`src/silence_run_length_smoother_top_defines.svh`:
```
// assertion macros shared by the silence run length smoother modules
// no dependencies; included by files that carry concurrent assertions
`ifndef SILENCE_RUN_LENGTH_SMOOTHER_TOP_DEFINES_SVH
`define SILENCE_RUN_LENGTH_SMOOTHER_TOP_DEFINES_SVH

// same-cycle implication
`define SLRS_ASSERT_NOW(label, ante, cons, msg) \
    label: assert property (@(posedge clk) disable iff (!rst_n) (ante) |-> (cons)) \
        else $error(msg);

// next-cycle implication
`define SLRS_ASSERT_NEXT(label, ante, cons, msg) \
    label: assert property (@(posedge clk) disable iff (!rst_n) (ante) |=> (cons)) \
        else $error(msg);

`endif

```
`src/slrs_pkg.sv`:
```
// shared types and constants for the silence run length smoother
// no dependencies
package slrs_pkg;

    localparam int COUNT_BITS_DEFAULT = 32;
    localparam int SAMPLE_BITS        = 16;
    localparam int THRESHOLD_BITS     = 16;
    localparam int LIMIT_BITS         = 32;
    localparam int RUN_LENGTH_BITS    = 32;
    localparam int CFG_INDEX_BITS     = 2;
    localparam int CFG_DATA_BITS      = 32;

    typedef logic [CFG_INDEX_BITS-1:0] cfg_index_t;

    localparam cfg_index_t CFG_LEVEL_THRESHOLD = cfg_index_t'(0);
    localparam cfg_index_t CFG_SILENCE_LIMIT   = cfg_index_t'(1);

    typedef enum logic [1:0] {
        OP_CLASS  = 2'd0,
        OP_APPEND = 2'd1,
        OP_ADD    = 2'd2
    } op_kind_t;

    typedef struct packed {
        logic [THRESHOLD_BITS-1:0] level_threshold;
        logic [LIMIT_BITS-1:0]     silence_limit;
    } slrs_cfg_t;

    typedef struct packed {
        op_kind_t                   op_kind;
        logic [RUN_LENGTH_BITS-1:0] run_length;
        logic                       start_above;
    } slrs_result_t;

endpackage

```
`src/slrs_cfg_regs.sv`:
```
// configuration registers: level threshold and silence limit
// depends on slrs_pkg
module slrs_cfg_regs (
    input  logic                                clk,
    input  logic                                rst_n,
    input  logic                                cfg_valid,
    output logic                                cfg_ready,
    input  slrs_pkg::cfg_index_t                cfg_index,
    input  logic [slrs_pkg::CFG_DATA_BITS-1:0]  cfg_data,
    output slrs_pkg::slrs_cfg_t                 cfg
);
    import slrs_pkg::*;

    slrs_cfg_t cfg_reg;
    slrs_cfg_t cfg_next;

    assign cfg_ready = 1'b1;
    assign cfg       = cfg_reg;

    always_comb
    begin
        cfg_next = cfg_reg;
        if (cfg_valid)
        begin
            unique case (cfg_index)
                CFG_LEVEL_THRESHOLD: cfg_next.level_threshold = cfg_data[THRESHOLD_BITS-1:0];
                CFG_SILENCE_LIMIT:   cfg_next.silence_limit   = cfg_data[LIMIT_BITS-1:0];
                default:             cfg_next = cfg_reg;
            endcase
        end
    end

    always_ff @(posedge clk or negedge rst_n)
    begin
        if (!rst_n)
        begin
            cfg_reg <= '0;
        end
        else
        begin
            cfg_reg <= cfg_next;
        end
    end

endmodule

```
`src/slrs_tracker.sv`:
```
// run tracking: sample classification, run counter, merge decision
// depends on slrs_pkg and the assertion macro header
`include "silence_run_length_smoother_top_defines.svh"

module slrs_tracker #(
    parameter int COUNT_BITS = slrs_pkg::COUNT_BITS_DEFAULT
) (
    input  logic                                 clk,
    input  logic                                 rst_n,
    input  slrs_pkg::slrs_cfg_t                  cfg,
    input  logic                                 in_valid,
    input  logic                                 in_ready,
    input  logic [slrs_pkg::SAMPLE_BITS-1:0]     sample,
    input  logic                                 start_of_stream,
    output logic                                 push,
    output slrs_pkg::slrs_result_t               push_data
);
    import slrs_pkg::*;

    localparam int CMP_BITS = (COUNT_BITS > RUN_LENGTH_BITS) ? COUNT_BITS : RUN_LENGTH_BITS;

    logic                  current_above_reg, current_above_next;
    logic [COUNT_BITS-1:0] run_count_reg, run_count_next;
    logic                  merge_open_reg, merge_open_next;
    logic                  has_entry_reg, has_entry_next;

    logic                  accept;
    logic [SAMPLE_BITS:0]  sample_ext;
    logic [SAMPLE_BITS:0]  magnitude;
    logic                  loud;
    logic [COUNT_BITS-1:0] count_inc;
    logic [CMP_BITS-1:0]   count_ext;
    logic [CMP_BITS-1:0]   limit_ext;
    logic [CMP_BITS-1:0]   len_max_ext;
    logic [RUN_LENGTH_BITS-1:0] run_len_sat;
    logic                  merge;

    assign accept      = in_valid && in_ready;
    assign sample_ext  = {sample[SAMPLE_BITS-1], sample};
    assign magnitude   = sample[SAMPLE_BITS-1] ? (~sample_ext + 1'b1) : sample_ext;
    assign loud        = magnitude > {1'b0, cfg.level_threshold};
    assign count_inc   = (run_count_reg == {COUNT_BITS{1'b1}}) ? run_count_reg
                                                              : run_count_reg + 1'b1;
    assign count_ext   = CMP_BITS'(run_count_reg);
    assign limit_ext   = CMP_BITS'(cfg.silence_limit);
    assign len_max_ext = CMP_BITS'({RUN_LENGTH_BITS{1'b1}});
    assign run_len_sat = (count_ext > len_max_ext) ? {RUN_LENGTH_BITS{1'b1}}
                                                   : count_ext[RUN_LENGTH_BITS-1:0];
    assign merge       = (current_above_reg && merge_open_reg) ||
                         (!current_above_reg && has_entry_reg && (count_ext <= limit_ext));

    always_comb
    begin
        current_above_next = current_above_reg;
        run_count_next     = run_count_reg;
        merge_open_next    = merge_open_reg;
        has_entry_next     = has_entry_reg;
        push               = 1'b0;
        push_data          = '{op_kind: OP_CLASS, run_length: '0, start_above: 1'b0};
        if (accept)
        begin
            current_above_next = loud;
            if (start_of_stream)
            begin
                run_count_next        = COUNT_BITS'(1);
                merge_open_next       = 1'b0;
                has_entry_next        = 1'b0;
                push                  = 1'b1;
                push_data.start_above = loud;
            end
            else if (loud != current_above_reg)
            begin
                run_count_next       = COUNT_BITS'(1);
                push                 = 1'b1;
                push_data.run_length = run_len_sat;
                if (merge)
                begin
                    merge_open_next   = !merge_open_reg;
                    push_data.op_kind = OP_ADD;
                end
                else
                begin
                    has_entry_next    = 1'b1;
                    push_data.op_kind = OP_APPEND;
                end
            end
            else
            begin
                run_count_next = count_inc;
            end
        end
    end

    always_ff @(posedge clk or negedge rst_n)
    begin
        if (!rst_n)
        begin
            current_above_reg <= 1'b0;
            run_count_reg     <= '0;
            merge_open_reg    <= 1'b0;
            has_entry_reg     <= 1'b0;
        end
        else
        begin
            current_above_reg <= current_above_next;
            run_count_reg     <= run_count_next;
            merge_open_reg    <= merge_open_next;
            has_entry_reg     <= has_entry_next;
        end
    end

    `SLRS_ASSERT_NEXT(a_start_clears, accept && start_of_stream,
        run_count_reg == COUNT_BITS'(1) && !merge_open_reg && !has_entry_reg,
        "start item did not reset run state")
    `SLRS_ASSERT_NEXT(a_count_nonzero, accept, run_count_reg != '0,
        "run counter zero after a transfer")
    `SLRS_ASSERT_NOW(a_push_needs_accept, push, accept,
        "result produced without an input transfer")

endmodule

```
`src/slrs_out_buffer.sv`:
```
// result register with a skid stage so one more result can enter while output stalls
// depends on slrs_pkg and the assertion macro header
`include "silence_run_length_smoother_top_defines.svh"

module slrs_out_buffer (
    input  logic                    clk,
    input  logic                    rst_n,
    input  logic                    push,
    input  slrs_pkg::slrs_result_t  push_data,
    output logic                    space,
    output logic                    out_valid,
    input  logic                    out_ready,
    output slrs_pkg::slrs_result_t  out_data
);
    import slrs_pkg::*;

    logic         out_valid_reg, out_valid_next;
    logic         skid_valid_reg, skid_valid_next;
    slrs_result_t out_data_reg, out_data_next;
    slrs_result_t skid_data_reg, skid_data_next;
    logic         pop;

    assign pop       = out_valid_reg && out_ready;
    assign space     = !skid_valid_reg;
    assign out_valid = out_valid_reg;
    assign out_data  = out_data_reg;

    always_comb
    begin
        out_valid_next  = out_valid_reg;
        skid_valid_next = skid_valid_reg;
        out_data_next   = out_data_reg;
        skid_data_next  = skid_data_reg;
        if (skid_valid_reg)
        begin
            if (pop)
            begin
                out_data_next   = skid_data_reg;
                skid_valid_next = 1'b0;
            end
        end
        else if (push)
        begin
            if (!out_valid_reg || pop)
            begin
                out_data_next  = push_data;
                out_valid_next = 1'b1;
            end
            else
            begin
                skid_data_next  = push_data;
                skid_valid_next = 1'b1;
            end
        end
        else if (pop)
        begin
            out_valid_next = 1'b0;
        end
    end

    always_ff @(posedge clk or negedge rst_n)
    begin
        if (!rst_n)
        begin
            out_valid_reg  <= 1'b0;
            skid_valid_reg <= 1'b0;
        end
        else
        begin
            out_valid_reg  <= out_valid_next;
            skid_valid_reg <= skid_valid_next;
        end
    end

    always_ff @(posedge clk)
    begin
        out_data_reg  <= out_data_next;
        skid_data_reg <= skid_data_next;
    end

    `SLRS_ASSERT_NOW(a_skid_behind_out, skid_valid_reg, out_valid_reg,
        "skid stage full while result register empty")
    `SLRS_ASSERT_NOW(a_no_push_when_full, skid_valid_reg, !push,
        "result pushed into full buffer")
    `SLRS_ASSERT_NEXT(a_skid_moves_up, skid_valid_reg && pop,
        out_valid_reg && out_data_reg == $past(skid_data_reg),
        "skid entry lost on output transfer")

endmodule

```
`src/silence_run_length_smoother_top.sv`:
```
// Silence run length smoother. Each input transfer carries one signed sample; it is
// classified as loud when its magnitude exceeds level_threshold (register 0), and runs
// of equal class are counted. On a class change the finished run goes out as an append
// or, for short silence runs up to silence_limit (register 1) and the loud run closing
// them, as an add onto the last entry; a start_of_stream sample reports its class and
// restarts the run state. One sample is taken every cycle: classification, counting
// and the merge decision finish in the cycle of the transfer, and results pass through
// a result register backed by a one-entry skid stage, so input stalls only when both
// hold untaken results. chunk_end is ignored. The last unfinished run is not reported.
module silence_run_length_smoother_top #(
    parameter int COUNT_BITS = slrs_pkg::COUNT_BITS_DEFAULT
) (
    input  logic                                     clk,
    input  logic                                     rst_n,
    input  logic                                     cfg_valid,
    output logic                                     cfg_ready,
    input  slrs_pkg::cfg_index_t                     cfg_index,
    input  logic [slrs_pkg::CFG_DATA_BITS-1:0]       cfg_data,
    input  logic                                     in_valid,
    output logic                                     in_ready,
    input  logic [slrs_pkg::SAMPLE_BITS-1:0]         sample,
    input  logic                                     start_of_stream,
    input  logic                                     chunk_end,
    output logic                                     out_valid,
    input  logic                                     out_ready,
    output slrs_pkg::op_kind_t                       op_kind,
    output logic [slrs_pkg::RUN_LENGTH_BITS-1:0]     run_length,
    output logic                                     start_above
);
    import slrs_pkg::*;

    slrs_cfg_t    cfg;
    logic         push;
    slrs_result_t push_data;
    slrs_result_t out_data;

    slrs_cfg_regs u_cfg_regs (
        .clk       (clk),
        .rst_n     (rst_n),
        .cfg_valid (cfg_valid),
        .cfg_ready (cfg_ready),
        .cfg_index (cfg_index),
        .cfg_data  (cfg_data),
        .cfg       (cfg)
    );

    slrs_tracker #(
        .COUNT_BITS (COUNT_BITS)
    ) u_tracker (
        .clk             (clk),
        .rst_n           (rst_n),
        .cfg             (cfg),
        .in_valid        (in_valid),
        .in_ready        (in_ready),
        .sample          (sample),
        .start_of_stream (start_of_stream),
        .push            (push),
        .push_data       (push_data)
    );

    slrs_out_buffer u_out_buffer (
        .clk       (clk),
        .rst_n     (rst_n),
        .push      (push),
        .push_data (push_data),
        .space     (in_ready),
        .out_valid (out_valid),
        .out_ready (out_ready),
        .out_data  (out_data)
    );

    assign op_kind     = out_data.op_kind;
    assign run_length  = out_data.run_length;
    assign start_above = out_data.start_above;

endmodule
```
`config.mk`:
```
export PLATFORM = sky130hd
export DESIGN_NAME = silence_run_length_smoother_top
export DESIGN_NICKNAME = d
export VERILOG_FILES = /design/src/slrs_pkg.sv /design/src/slrs_cfg_regs.sv /design/src/slrs_tracker.sv /design/src/slrs_out_buffer.sv /design/src/silence_run_length_smoother_top.sv
export VERILOG_INCLUDE_DIRS = /design/src /design/src/src
export SDC_FILE = /design/constraint.sdc
export NUM_CORES = 1
export LEC_CHECK = 0
export BUFFER_PORTS_ARGS = -buffer_cell sky130_fd_sc_hd__buf_2
export CORE_ASPECT_RATIO = 1.2
export CORE_UTILIZATION = 40
export DETAILED_ROUTE_END_ITERATION = 10
export SLEW_MARGIN = 20
export SYNTH_ARGS = -nofsm -noshare
export SYNTH_HDL_FRONTEND = slang
export SYNTH_HIERARCHICAL = 1
export SYNTH_SLANG_ARGS = --single-unit
```
`constraint.sdc`:
```
create_clock -name clk -period 6.92 [get_ports clk]
set_clock_uncertainty 0.15 [all_clocks]
set_input_delay 1.038 -clock clk [delete_from_list [all_inputs] [get_ports clk]]
set_output_delay 1.038 -clock clk [all_outputs]
set_load 0.005 [all_outputs]
```
# Word level (Yosys, flattened, before mapping)
# Cells that the tools add are included.
# totals
register_bits	155
output_inout_bits	38
word_cells	84
# op_classes
add_sub_neg	2
n_lt_le_gt_ge	3
eq_ne	7
muxes	30
n_bitwise	3
n_reduce_logical	25
# ops
cell	n
35-bit 2-to-1 mux	5
32-bit 2-to-1 mux	4
34-bit 2-to-1 mux	2
32-bit by 1-bit adder with 32-bit output, second input constant	1
32-bit equality test, second input constant	1
32-bit > comparator, second input constant	1
32-bit <= comparator	1
17-bit by 1-bit adder with 17-bit output, second input constant	1
17-bit by 16-bit > comparator with 1-bit output	1
1-bit 2-to-1 mux	17
17-bit 2-to-1 mux	1
17-bit NOT	1
3-bit AND reduction	5
2-bit nonzero test	5
2-bit AND reduction	3
1-bit logical AND	5
1-bit zero test	4
2-bit != test, second input constant	2
3-bit != test, second input constant	1
2-bit by 1-bit equality test with 1-bit output, second input constant	1
2-bit zero test	1
1-bit logical OR	2
2-bit 2-to-1 mux	1
2-bit by 1-bit != test with 1-bit output, second input constant	1
2 further kinds	3

# Depth between registers and ports, before layout
# depth
word_depth	11
ltp_mapped	16
depth_no_buf	15

# By module
# The synthesis kept the hierarchy.
# modules_own_cells
mod	instances	cells_each	area_per_inst_um2
slrs_tracker	1	475	3714.8
slrs_out_buffer	1	120	2650.0
slrs_cfg_regs	1	104	1835.5

# Least setup slack after synthesis
# No wires, ideal clock.
# synth_timing
kind	input to register
from	in sample[1] (netlist bit)
to	reg u_out_buffer.out_data_reg, in the netlist u_out_buffer/out_data[0] (enable)
arrival_time_ns	4.907
t_required_ns	6.376
slack_ns	1.468
path_stages	14
path_buffers	1
path_cell_list	nor3_1 -> nand2_1 -> or3_1 -> or2_2 -> o41ai_1 -> xnor2_1 -> ha_1 -> nand4_1 -> or3_1 -> nor3_2 -> a2111oi_0 -> nor3_1 -> clkbuf_1 -> o22a_1
# synth_between
elab_chain_cells	10
# synth_rtl
element	line	text
from (decl)	silence_run_length_smoother_top.sv:21	input logic [slrs_pkg::SAMPLE_BITS-1:0] sample,
17-bit NOT	slrs_tracker.sv:40	assign magnitude = sample[SAMPLE_BITS-1] ? (~sample_ext + 1'b1) : sample_ext;
17-bit by 1-bit adder with 17-bit output	slrs_tracker.sv:40	
17-bit 2-to-1 mux *	slrs_tracker.sv:40	
17-bit by 16-bit > comparator with 1-bit output *	slrs_tracker.sv:41	assign loud = magnitude > {1'b0, cfg.level_threshold};
1-bit != test *	slrs_tracker.sv:71	else if (loud != current_above_reg)
1-bit 2-to-1 mux *	slrs_tracker.sv:71	
1-bit 2-to-1 mux *	slrs_tracker.sv:63	if (start_of_stream)
1-bit 2-to-1 mux *	slrs_tracker.sv:60	if (accept)
via push	silence_run_length_smoother_top.sv:33	logic push;
2-bit nonzero test (no line) *	--	
3-bit AND reduction (no line) *	--	
to (signal assigned)	slrs_out_buffer.sv:77	out_data_reg <= out_data_next;
to (decl)	slrs_out_buffer.sv:19	slrs_result_t out_data_reg, out_data_next;
# The timed path passes the listed nets; every way through them passes the cells marked *.
# A chain may end at the register's enable or synchronous reset.

# Final worst setup path
# layout_timing
from	in sample[0] (netlist bit)
to	reg u_out_buffer/skid_data_reg[6] (netlist bit) (enable)
# layout_between
elab_chain_cells	9
# layout_rtl
element	line	text
17-bit NOT	slrs_tracker.sv:40	
17-bit by 1-bit adder with 17-bit output	slrs_tracker.sv:40	
17-bit 2-to-1 mux *	slrs_tracker.sv:40	
17-bit by 16-bit > comparator with 1-bit output *	slrs_tracker.sv:41	
1-bit != test *	slrs_tracker.sv:71	
1-bit 2-to-1 mux *	slrs_tracker.sv:71	
1-bit 2-to-1 mux *	slrs_tracker.sv:63	
1-bit 2-to-1 mux *	slrs_tracker.sv:60	
via push	silence_run_length_smoother_top.sv:33	
3-bit AND reduction (no line) *	--	
to (signal assigned)	slrs_out_buffer.sv:78	skid_data_reg <= skid_data_next;
to (decl)	slrs_out_buffer.sv:20	slrs_result_t skid_data_reg, skid_data_next;
# Marked as above.

==> flow_summary.json <==
{
  "final-setup-viol-count": 0,
  "ys_seq_area_share_pct": 51.6,
  "ctsHoldBuffers": 0,
  "grt_pass1_wl_mm": 27.3,
  "p_leak_nw": 4.16,
  "cap_violations": 0,
  "wl_per_cell_microns": 15.5,
  "ctsResizeCount": 0,
  "outcome": "finished, final reports clean",
  "r2r_setup_slack_ns": 3.42,
  "rsz0062_at_grt": "no",
  "placed_area_sq_um": 8880,
  "start_kind": "primary input",
  "maxSlewViolCount": 0,
  "crit_required_ns": 6.81,
  "clkLatencyLatePin_ns": 0.42,
  "rr_endpoint": "u_out_buffer/skid_data_reg[6]",
  "ys_async_sr_fraction_pct": 54.8,
  "cp-end-kind": "flop",
  "dp_cells": 1039,
  "final_hold_viol_count": 0,
  "clock-sinks": 155,
  "avgSynthCellArea_sq_um": 11.7,
  "synth_area_sq_um": 8200,
  "cts.htree.levels": 4,
  "layout-drive-gt1-share_pct": 27.3,
  "via_per_inst": 5.06,
  "critPathArrivalTime_ns": 5.02,
  "period_minus_slack_ns": 5.13,
  "wirelength_mm": 16.6,
  "grt_max_degree": 69,
  "synth_commonest_cells": "dfrtp_1 (85), mux2_2 (83), edfxtp_1 (70)",
  "layout.nets": 900,
  "yosysUniqueCellTypes": 63,
  "num_vias": 5423,
  "final_core_util_pct": 47.0,
  "synthTopCellsByArea": "dfrtp_1 (26%), edfxtp_1 (26%), mux2_2 (11%)",
  "yosys.area.top_type": "dfrtp_1",
  "largest_register_ffs": 48,
  "cts_setup_buffers": 0,
  "cts-root-buf": "clkbuf_16",
  "cts_tree": "built",
  "cellPowerDensity_nw_per_um2": 310,
  "die-area_sq_um": 21100,
  "tightest_slew_ns": 1.02,
  "yosys_warnings": 6,
  "slew_headroom_pct": 31.5,
  "initial_core_util_pct": 40.6,
  "antennaDiodeCount": 0,
  "final_area_sq_um": 9480,
  "clock_path_buffers": 2,
  "synth_seq_cells": 155,
  "path_max_fanout": 35,
  "r2r-start": "u_cfg_regs/cfg[34]",
  "firstDrtPassIters": 4,
  "fin_crit_sh_pct": 74.1,
  "max_freq_mhz": 195,
  "synth.most_common_cell": "dfrtp_1",
  "first_iter_violations": 260,
  "synth_nets": 806,
  "ir_worst_vdd_uv": 180,
  "clkTransAtPathRegs_ns": 0.06,
  "coreArea_sq_um": 20200,
  "antenna_found_initial": 0,
  "place.gp.congestion": 0.834,
  "ioPinCount": 95,
  "crit_type": "primary input to flop",
  "rows": 57,
  "synthFlopType": "dfrtp_1",
  "overflow": 0,
  "instances_no_fill": 1071,
  "rr_worst_depth": 8,
  "cts_buffers": 17,
  "die_w_microns": 133,
  "worst_hold_slack_ns": 0.334,
  "hpwl_mm": 12.1,
  "die_h_microns": 159,
  "p_total_mw": 2.93,
  "synth_edf_count": 70,
  "setup_slack_ns": 1.79,
  "synthCells": 699,
  "nFillCells": 1867,
  "hold_class": "primary input to asynchronous set/reset pin",
  "grt_usage_pct": 16.5,
  "grt_pass1_vias": 5329,
  "syn2layout_area_growth_pct": 15.6,
  "drtAntennaViolNets": 0,
  "numPortBuffers": 92,
  "finalSetupTns_ns": 0,
  "drc": 0,
  "dp_slack_ns": 1.34,
  "synth.top_cell.area_share_pct": 25.9
}
critical path, stage by stage:
cell       delay (ns)
buf_2            0.11
inv_1            0.09
ha_1             0.17
nand2_1          0.06
or3_1            0.32
or3_1            0.38
o21ai_0          0.22
xnor2_1          0.11
ha_1             0.30
nand3_1          0.15
or3_1            0.39
nor3_2           0.31
a2111oi_0        0.16
nor3_2           0.32
and4bb_2         0.89
report_power, final:
| group | internal (mW) | total, mW | switching [mW] |
|---|---|---|---|
| clock | 0.576 | 0.935 | 0.358 |
| combinational | 0.309 | 0.729 | 0.420 |
| sequential | 1.18 | 1.27 | 0.0941 |
| total | 2.06 | 2.93 | 0.872 |
metal layers:
layer	vias up	GRT usage (%)	routed length, microns
met3	18	3.19	590
met2	134	26.4	7730
met4	0	5.69	205
li1	2724	-	-
met5	-	0	0
met1	2547	22.5	8030
kinds of logic after synthesis:
kind of cell               Yosys count  synth area share (%)
and+or+nand+nor                    204                  13.5
DFF                                155                  51.6
buffers and inverters               90                  5.07
muxes                               85                  11.7
AOI/OAI and AO/OA                   82                  6.99
adders and majority gates           50                  7.63
xor gates and xnor gates            32                  3.51
other                                1                0.0457
final cells by class:
class	instances	area (sq um)	area share (%)
inverter	66	248	2.61
clock buffer	21	450	4.75
tap	265	332	3.50
clock inverter	11	144	1.52
multi-input combinational	454	3560	37.6
timing repair buffer	99	515	5.44
sequential	155	4230	44.6
worst max path at each step:
stage / from / end / depth (start not counted)
floorplan: sample[1] / u_out_buffer/out_data[0] / 14
global placement: sample[0] / u_out_buffer/skid_data_reg[19] / 15
CTS: sample[0] / u_out_buffer/out_data[17] / 17
global route: sample[1] / u_out_buffer/skid_data_reg[6] / 14
finish: sample[0] / u_out_buffer/skid_data_reg[6] / 15
detailed placement: sample[0] / u_out_buffer/skid_data_reg[21] / 15
placed cells by master, fill, tap and decap left out, types with 3 or more instances in the layout:
| cell | n |
|---|---|
| bufinv_16 | 3 |
| nor2_1 | 34 |
| o31ai_1 | 4 |
| and4_1 | 3 |
| a31oi_1 | 12 |
| ha_1 | 50 |
| edfxtp_1 | 70 |
| nor2b_1 | 4 |
| nand2b_1 | 3 |
| nor4_1 | 5 |
| o41a_1 | 6 |
| inv_1 | 63 |
| a21o_1 | 5 |
| nand3_1 | 23 |
| xnor2_1 | 19 |
| a21oi_1 | 18 |
| nand2_1 | 38 |
| or4_1 | 3 |
| o21ai_1 | 3 |
| buf_4 | 8 |
| buf_2 | 91 |
| a41oi_1 | 4 |
| dfrtp_1 | 85 |
| mux2_2 | 83 |
| xor2_1 | 12 |
| and2_1 | 36 |
| clkinv_1 | 3 |
| or3_1 | 5 |
| nand4_1 | 27 |
| nor3_1 | 7 |
| and3_1 | 6 |
| clkbuf_16 | 17 |
| o21ai_0 | 11 |
| clkbuf_1 | 3 |
Note: power is estimated with default switching activity, not from simulation.
